File: config.mk
export PLATFORM = sky130hd
export DESIGN_NAME = scx_lane
export DESIGN_NICKNAME = d
export VERILOG_FILES = /design/src/design/scx_pkg.sv /design/src/design/scx_lane.sv
export SDC_FILE = /design/constraint.sdc
export NUM_CORES = 2
export LEC_CHECK = 0
export ABC_AREA = 1
export ABC_CLOCK_PERIOD_IN_PS = 9000
export BUFFER_PORTS_ARGS = -buffer_cell sky130_fd_sc_hd__buf_2
export CAP_MARGIN = 5
export CORE_ASPECT_RATIO = 1.4
export CORE_MARGIN = 4
export CORE_UTILIZATION = 60
export DETAILED_ROUTE_END_ITERATION = 10
export PLACE_DENSITY = 0.78
export RECOVER_POWER = 100
export SYNTH_ARGS = -nofsm -noshare
export SYNTH_HDL_FRONTEND = slang
export SYNTH_SLANG_ARGS = --single-unit
File: constraint.sdc
create_clock -name clock -period 9 [get_ports clock]
set_input_delay 1.8 -clock clock [delete_from_list [all_inputs] [get_ports clock]]
set_output_delay 1.8 -clock clock [all_outputs]
set_load 0.02 [all_outputs]
File: src/design/scx_pkg.sv
`default_nettype none

package scx_pkg;

   // Sample, coefficient and state widths.
   localparam int SAMPLE_BITS = 24;
   localparam int COEF_FRAC_BITS = 16;
   localparam int COEF_BITS = 18;
   localparam int CFG_BITS = 3 * COEF_BITS;
   localparam int STATE_BITS = 40;
   localparam int PROD_BITS = COEF_BITS + SAMPLE_BITS;
   localparam int ACC_BITS = ((PROD_BITS > STATE_BITS) ? PROD_BITS : STATE_BITS) + 3;
   localparam int CSR_INDEX_BITS = 2;
   localparam int NUM_FILT = 3;

   // Rounding offset of one half at the coefficient scale.
   localparam logic signed [ACC_BITS-1:0] ROUND_HALF =
      ACC_BITS'(1) << (COEF_FRAC_BITS - 1);

   // Configuration register indexes.
   typedef enum logic [CSR_INDEX_BITS-1:0] {
      CSR_LP1 = 2'd0,
      CSR_LP2 = 2'd1,
      CSR_HP3 = 2'd2
   } csr_index_type;

   // Order in which a lane runs its three biquads.
   typedef enum logic [1:0] {
      FILT_LP1,
      FILT_HP3,
      FILT_LP2
   } filt_type;

   // Lane sequencer states: five steps per biquad.
   typedef enum logic [2:0] {
      LANE_IDLE,
      LANE_MUL_GX,
      LANE_YOUT,
      LANE_MUL_A1,
      LANE_UPD_S1,
      LANE_UPD_S2,
      LANE_DONE
   } lane_state_type;

   typedef logic signed [SAMPLE_BITS-1:0] sample_type;
   typedef logic signed [COEF_BITS-1:0] coef_type;
   typedef logic signed [PROD_BITS-1:0] prod_type;
   typedef logic signed [STATE_BITS-1:0] state_word_type;
   typedef logic signed [ACC_BITS-1:0] acc_type;

   typedef struct packed {
      logic [CFG_BITS-1:0] lp1;
      logic [CFG_BITS-1:0] lp2;
      logic [CFG_BITS-1:0] hp3;
   } coef_set_type;

   typedef struct packed {
      logic start;
      logic ack;
   } lane_ctl_type;

   typedef struct packed {
      logic busy;
      logic done;
   } lane_stat_type;

   typedef struct packed {
      sample_type low;
      sample_type midlow;
      sample_type midhigh;
      sample_type high;
   } lane_result_type;

   // Sign extensions into the accumulator width.
   function automatic acc_type widen_prod(input prod_type v);
      return {{(ACC_BITS - PROD_BITS){v[PROD_BITS-1]}}, v};
   endfunction

   function automatic acc_type widen_state(input state_word_type v);
      return {{(ACC_BITS - STATE_BITS){v[STATE_BITS-1]}}, v};
   endfunction

   function automatic acc_type widen_sample(input sample_type v);
      return {{(ACC_BITS - SAMPLE_BITS){v[SAMPLE_BITS-1]}}, v};
   endfunction

   // Clamp to the signed sample range.
   function automatic sample_type sat_to_sample(input acc_type v);
      logic [ACC_BITS-SAMPLE_BITS:0] top_bits;
      sample_type r;
      top_bits = v[ACC_BITS-1:SAMPLE_BITS-1];
      if ((&top_bits) || !(|top_bits)) begin
         r = v[SAMPLE_BITS-1:0];
      end else if (v[ACC_BITS-1]) begin
         r = {1'b1, {(SAMPLE_BITS - 1){1'b0}}};
      end else begin
         r = {1'b0, {(SAMPLE_BITS - 1){1'b1}}};
      end
      return r;
   endfunction

   // Clamp to the signed state word range.
   function automatic state_word_type sat_to_state(input acc_type v);
      logic [ACC_BITS-STATE_BITS:0] top_bits;
      state_word_type r;
      top_bits = v[ACC_BITS-1:STATE_BITS-1];
      if ((&top_bits) || !(|top_bits)) begin
         r = v[STATE_BITS-1:0];
      end else if (v[ACC_BITS-1]) begin
         r = {1'b1, {(STATE_BITS - 1){1'b0}}};
      end else begin
         r = {1'b0, {(STATE_BITS - 1){1'b1}}};
      end
      return r;
   endfunction

endpackage

`default_nettype wire

File: src/design/scx_lane.sv
`default_nettype none

module scx_lane
   import scx_pkg::*;
(
   input  wire logic            clock,
   input  wire logic            reset,
   input  wire lane_ctl_type    ctl,
   input  wire sample_type      x_in,
   input  wire coef_set_type    coefs,
   output lane_stat_type        stat,
   output lane_result_type      result
);

   lane_state_type state_ff;
   lane_state_type state_in;
   filt_type       filt_ff;
   state_word_type s1_ff [NUM_FILT];
   state_word_type s2_ff [NUM_FILT];

   sample_type x_ff;
   sample_type xin_ff;
   sample_type y_ff;
   sample_type low_ff;
   sample_type high_ff;
   sample_type midlow_ff;
   sample_type midhigh_ff;
   prod_type   gx_ff;
   prod_type   prod_ff;

   logic [CFG_BITS-1:0] coef_sel;
   coef_type   g;
   coef_type   a1;
   coef_type   a2;
   coef_type   mul_a;
   sample_type mul_b;
   prod_type   product;
   acc_type    acc_y;
   acc_type    two_gx;
   acc_type    b1x;
   sample_type y_next;
   state_word_type s1_next;
   state_word_type s2_next;
   sample_type mid_next;
   sample_type midhigh_next;

   // Coefficients of the biquad in progress.
   always_comb begin
      case (filt_ff)
         FILT_LP1: coef_sel = coefs.lp1;
         FILT_HP3: coef_sel = coefs.hp3;
         FILT_LP2: coef_sel = coefs.lp2;
         default:  coef_sel = coefs.lp1;
      endcase
   end

   assign g  = coef_sel[COEF_BITS-1:0];
   assign a1 = coef_sel[2*COEF_BITS-1:COEF_BITS];
   assign a2 = coef_sel[3*COEF_BITS-1:2*COEF_BITS];

   // Next state of the sequencer.
   always_comb begin
      case (state_ff)
         LANE_IDLE:   state_in = ctl.start ? LANE_MUL_GX : LANE_IDLE;
         LANE_MUL_GX: state_in = LANE_YOUT;
         LANE_YOUT:   state_in = LANE_MUL_A1;
         LANE_MUL_A1: state_in = LANE_UPD_S1;
         LANE_UPD_S1: state_in = LANE_UPD_S2;
         LANE_UPD_S2: state_in = (filt_ff == FILT_LP2) ? LANE_DONE : LANE_MUL_GX;
         LANE_DONE:   state_in = ctl.ack ? LANE_IDLE : LANE_DONE;
         default:     state_in = LANE_IDLE;
      endcase
   end

   // Sequencer outputs: status and multiplier operand selection.
   always_comb begin
      stat.busy = (state_ff != LANE_IDLE);
      stat.done = (state_ff == LANE_DONE);
      case (state_ff)
         LANE_MUL_A1: begin
            mul_a = a1;
            mul_b = y_ff;
         end
         LANE_UPD_S1: begin
            mul_a = a2;
            mul_b = y_ff;
         end
         default: begin
            mul_a = g;
            mul_b = x_ff;
         end
      endcase
   end

   // The one multiplier of the lane; its result is always registered.
   assign product = mul_a * mul_b;

   // Output sample: round half up, then saturate.
   assign acc_y  = widen_prod(gx_ff) + widen_state(s1_ff[filt_ff]) + ROUND_HALF;
   assign y_next = sat_to_sample(acc_y >>> COEF_FRAC_BITS);

   // State updates; b1 is twice the gain, negated for the highpass.
   assign two_gx  = widen_prod(gx_ff) <<< 1;
   assign b1x     = (filt_ff == FILT_HP3) ? -two_gx : two_gx;
   assign s1_next = sat_to_state(b1x - widen_prod(prod_ff) + widen_state(s2_ff[filt_ff]));
   assign s2_next = sat_to_state(widen_prod(gx_ff) - widen_prod(prod_ff));

   // Band differences.
   assign mid_next = sat_to_sample(widen_sample(xin_ff) - widen_sample(low_ff)
                                   - widen_sample(y_ff));
   assign midhigh_next = sat_to_sample(widen_sample(x_ff) - widen_sample(y_ff));

   // Control and filter state.
   always_ff @(posedge clock) begin
      if (reset) begin
         state_ff <= LANE_IDLE;
         filt_ff  <= FILT_LP1;
         for (int i = 0; i < NUM_FILT; i++) begin
            s1_ff[i] <= '0;
            s2_ff[i] <= '0;
         end
      end else begin
         state_ff <= state_in;
         case (state_ff)
            LANE_IDLE: begin
               if (ctl.start) begin
                  filt_ff <= FILT_LP1;
               end
            end
            LANE_UPD_S1: begin
               s1_ff[filt_ff] <= s1_next;
            end
            LANE_UPD_S2: begin
               s2_ff[filt_ff] <= s2_next;
               case (filt_ff)
                  FILT_LP1: filt_ff <= FILT_HP3;
                  FILT_HP3: filt_ff <= FILT_LP2;
                  default:  filt_ff <= FILT_LP2;
               endcase
            end
            default: begin
            end
         endcase
      end
   end

   // Datapath registers.
   always_ff @(posedge clock) begin
      case (state_ff)
         LANE_IDLE: begin
            if (ctl.start) begin
               x_ff   <= x_in;
               xin_ff <= x_in;
            end
         end
         LANE_MUL_GX: gx_ff <= product;
         LANE_YOUT:   y_ff <= y_next;
         LANE_MUL_A1: prod_ff <= product;
         LANE_UPD_S1: prod_ff <= product;
         LANE_UPD_S2: begin
            case (filt_ff)
               FILT_LP1: low_ff <= y_ff;
               FILT_HP3: begin
                  high_ff <= y_ff;
                  x_ff    <= mid_next;
               end
               default: begin
                  midlow_ff  <= y_ff;
                  midhigh_ff <= midhigh_next;
               end
            endcase
         end
         default: begin
         end
      endcase
   end

   assign result.low     = low_ff;
   assign result.midlow  = midlow_ff;
   assign result.midhigh = midhigh_ff;
   assign result.high    = high_ff;

endmodule

`default_nettype wire

==> metrics.yaml <==
status: "finished, violations left"
violations: "capacitance limit, slew limit"
max-cap-violations: 25
seq_area_um2: 17300
holdPathEnd: "filt_ff[1]$_SDFFE_PP0P_"
hold_buffers: 0
place_hpwl_um: 142000
ys_ff_latch: 579
syn_to_final_growth_pct: 7.55
grt_use_total_pct: 37.1
wl_um: 180000
drc: 0
cts_setup_buffers: 0
setup_viol: 0
fillCellCount: 7849
dr.pass1.iters: 6
post_cts.resized_instances: 0
vias: 46800
ioPinCount: 288
holdPathStages: 2
r2r_end: "gx_ff[28]$_DFFE_PP_"
clk_latency_ns: 0.66
fin_skew_ns: 0.0577
syn_inst: 6417
die_h_um: 364
antenna_left: 0
slew_headroom_pct: -172
rr_startpoint: "filt_ff[1]$_SDFFE_PP0P_"
hold_violations: 0
yosysWarningCount: 0
cts_sinks: 579
core_um2: 89800
clock_tree.buffer_depth: 3
worstPathRequired_ns: 9.44
finalSetupTns_ns: 0
path_clk_slew_ns: 0.06
viasPerCell: 5.95
synth_top_area_share_pct: 31.6
rrSetupSlack_ns: 0.47
fmax_mhz: 117
grt_pass1_vias: 47500
rsz0062_at_grt: "false"
multi_input_area_um2: 32000
root_buffer: "clkbuf_16"
initial_core_util_pct: 60.5
finish.instance_area_um2: 58500
rr_worst_depth: 29
row_count: 130
synth_area_leader_cell: "edfxtp_1"
synth.area.top_cells: "edfxtp_1 32%, fa_1 18%, nand2_1 9.2%"
start_kind: "flop"
numCtsBuffers: 55
antenna_found_initial: 4
period_share_pct: 94.8
synth_seq_area_share_pct: 31.9
final.min_clock_period_ns: 8.53
gp_congestion: 1.04
whs_ns: 0.561
worstPathArrival_ns: 8.97
h-tree-depth: 2
cp_slowest_cell: "ha_2"
fin_nets: 7638
dieWidth_um: 262
path_class: "reg2reg"
grt_start_max_net_pins: 93
portBuffers: 287
drtIter0Drc: 4684
drive_above_1_share_pct: 6.30
worstMarginPinSlew_ns: 4.04
cts_tree: "yes"
path_common_cell: "inv_1"
synth.distinct_cells: 59
grt_pass1_wl_um: 272000
synth_fp_nets: 7431
timing.hold.worst.class: "reg2reg"
maxSlewViolCount: 1061
dieArea_um2: 95500
hold_start: "filt_ff[1]$_SDFFE_PP0P_"
worst-path-max-fanout: 45
syn_avg_cell_area_um2: 8.47
synth_area_um2: 54400
critPathCaptureType: "flop"
postPlaceCellArea_um2: 57100
grt_overflow_total: 0
cpPeakStageDelay_ns: 0.55
wl_per_cell_um: 22.9
worst max-delay path by stage:
stage	start	endpoint	slack, ns	cells after the start
2_1_floorplan	coefs[39]	gx_ff[36]$_DFFE_PP_	1.17	30
3_3_place_gp	coefs[44]	gx_ff[31]$_DFFE_PP_	0.32	27
3_5_place_dp	coefs[44]	gx_ff[28]$_DFFE_PP_	0.31	27
4_1_cts	filt_ff[1]$_SDFFE_PP0P_	gx_ff[28]$_DFFE_PP_	0.66	29
5_1_grt	filt_ff[0]$_SDFFE_PP0P_	prod_ff[40]$_DFFE_PN_	0.19	26
6_report	filt_ff[1]$_SDFFE_PP0P_	gx_ff[28]$_DFFE_PP_	0.47	29
registers in the layout, summed over array words and instances, names as in the netlist, named ones only:
register / flops
filt_ff: 2
gx_ff: 42
high_ff: 24
low_ff: 24
midhigh_ff: 24
midlow_ff: 24
prod_ff: 42
s1_ff: 160
s2_ff: 160
state_ff: 3
x_ff: 24
xin_ff: 24
y_ff: 24
through the flow:
step / setup slack, ns / cells / util (%)
after floorplan: 1.17 / 6417 / -
after global placement: 0.321 / 7755 / 63.6
after detailed placement: 0.312 / 7755 / 63.6
after CTS: 0.663 / 7857 / 65.5
after global routing: 0.185 / 7859 / 65.1
final: 0.468 / 7861 / 65.1
cell usage after synthesis, drive strengths merged:
cell type  number
a32oi           1
nor3b           1
a22o           15
and3            4
ha            329
a22oi           2
nor2          703
o41ai           2
o21ai         349
nor4b           1
a31oi          43
a211oi          2
buf           121
o221ai          2
inv          1042
nor4           28
a32o            3
dfxtp           7
a21boi         31
a21o           21
o21bai         31
xnor2          75
and2            2
o211ai          9
edfxtp        572
fa            495
o21a            9
nand3b          4
o2111ai         3
nand4          39
clkinv          2
a21oi         496
nor3           48
a311oi          1
a221oi         35
clkbuf        116
o31ai           6
o22ai          90
xor2          146
or2            47
nand2        1357
nand3         127
area by class of cell:
class	count	share of cell area [%]
Clock buffer	69	2.44
Clock inverter	33	0.563
Multi-Input combinational cell	4557	54.7
Timing Repair Buffer	387	3.37
Tap cell	1188	2.54
Antenna cell	4	0.0171
Sequential cell	579	29.6
Inverter	1044	6.71
metal layers:
layer	up-vias	global-route usage (%)	part of all wire [%]
li1	21200	-	-
met1	22600	46.0	37
met2	2446	63.0	48
met3	576	5.39	8.7
met4	0	20.7	6.7
met5	-	0	0
worst max-delay path: cells and delay by family, from the launching register on:
kind                     cells  cell delay [ns]
adder cells (fa/ha/maj)      8             3.86
flip-flops                   1             0.39
XOR/XNOR                     1             0.32
buffers and inverters        9             1.38
AO/OA/AOI/OAI                7             1.67
AND/OR/NAND/NOR              4             0.67
cell families (layout without fill, tap and decap cells):
group / after synthesis / in the layout / share of synthesized area [%]
AOI/OAI and AO/OA: 1151 / 1151 / 11.9
xor gates and xnor gates: 221 / 221 / 3.57
adders and majority gates: 824 / 824 / 25.8
buffers and inverters: 1281 / 1533 / 9.23
DFF: 579 / 579 / 31.9
other: 0 / 4 / 0
and+or+nand+nor: 2361 / 2361 / 17.6
layout by cell type, fill, tap and decap left out, types with 75 or more instances in the layout:
cell,instances
nand2_1,1340
inv_1,1033
nor2_1,688
edfxtp_1,572
fa_1,495
a21oi_1,492
ha_1,326
o21ai_0,325
buf_2,172
clkbuf_1,159
xor2_1,146
nand3_1,125
o22ai_1,90
xnor2_1,75
Power is not shown: default switching activity piles up to over one toggle a cycle in this logic, so the estimate is an artifact.
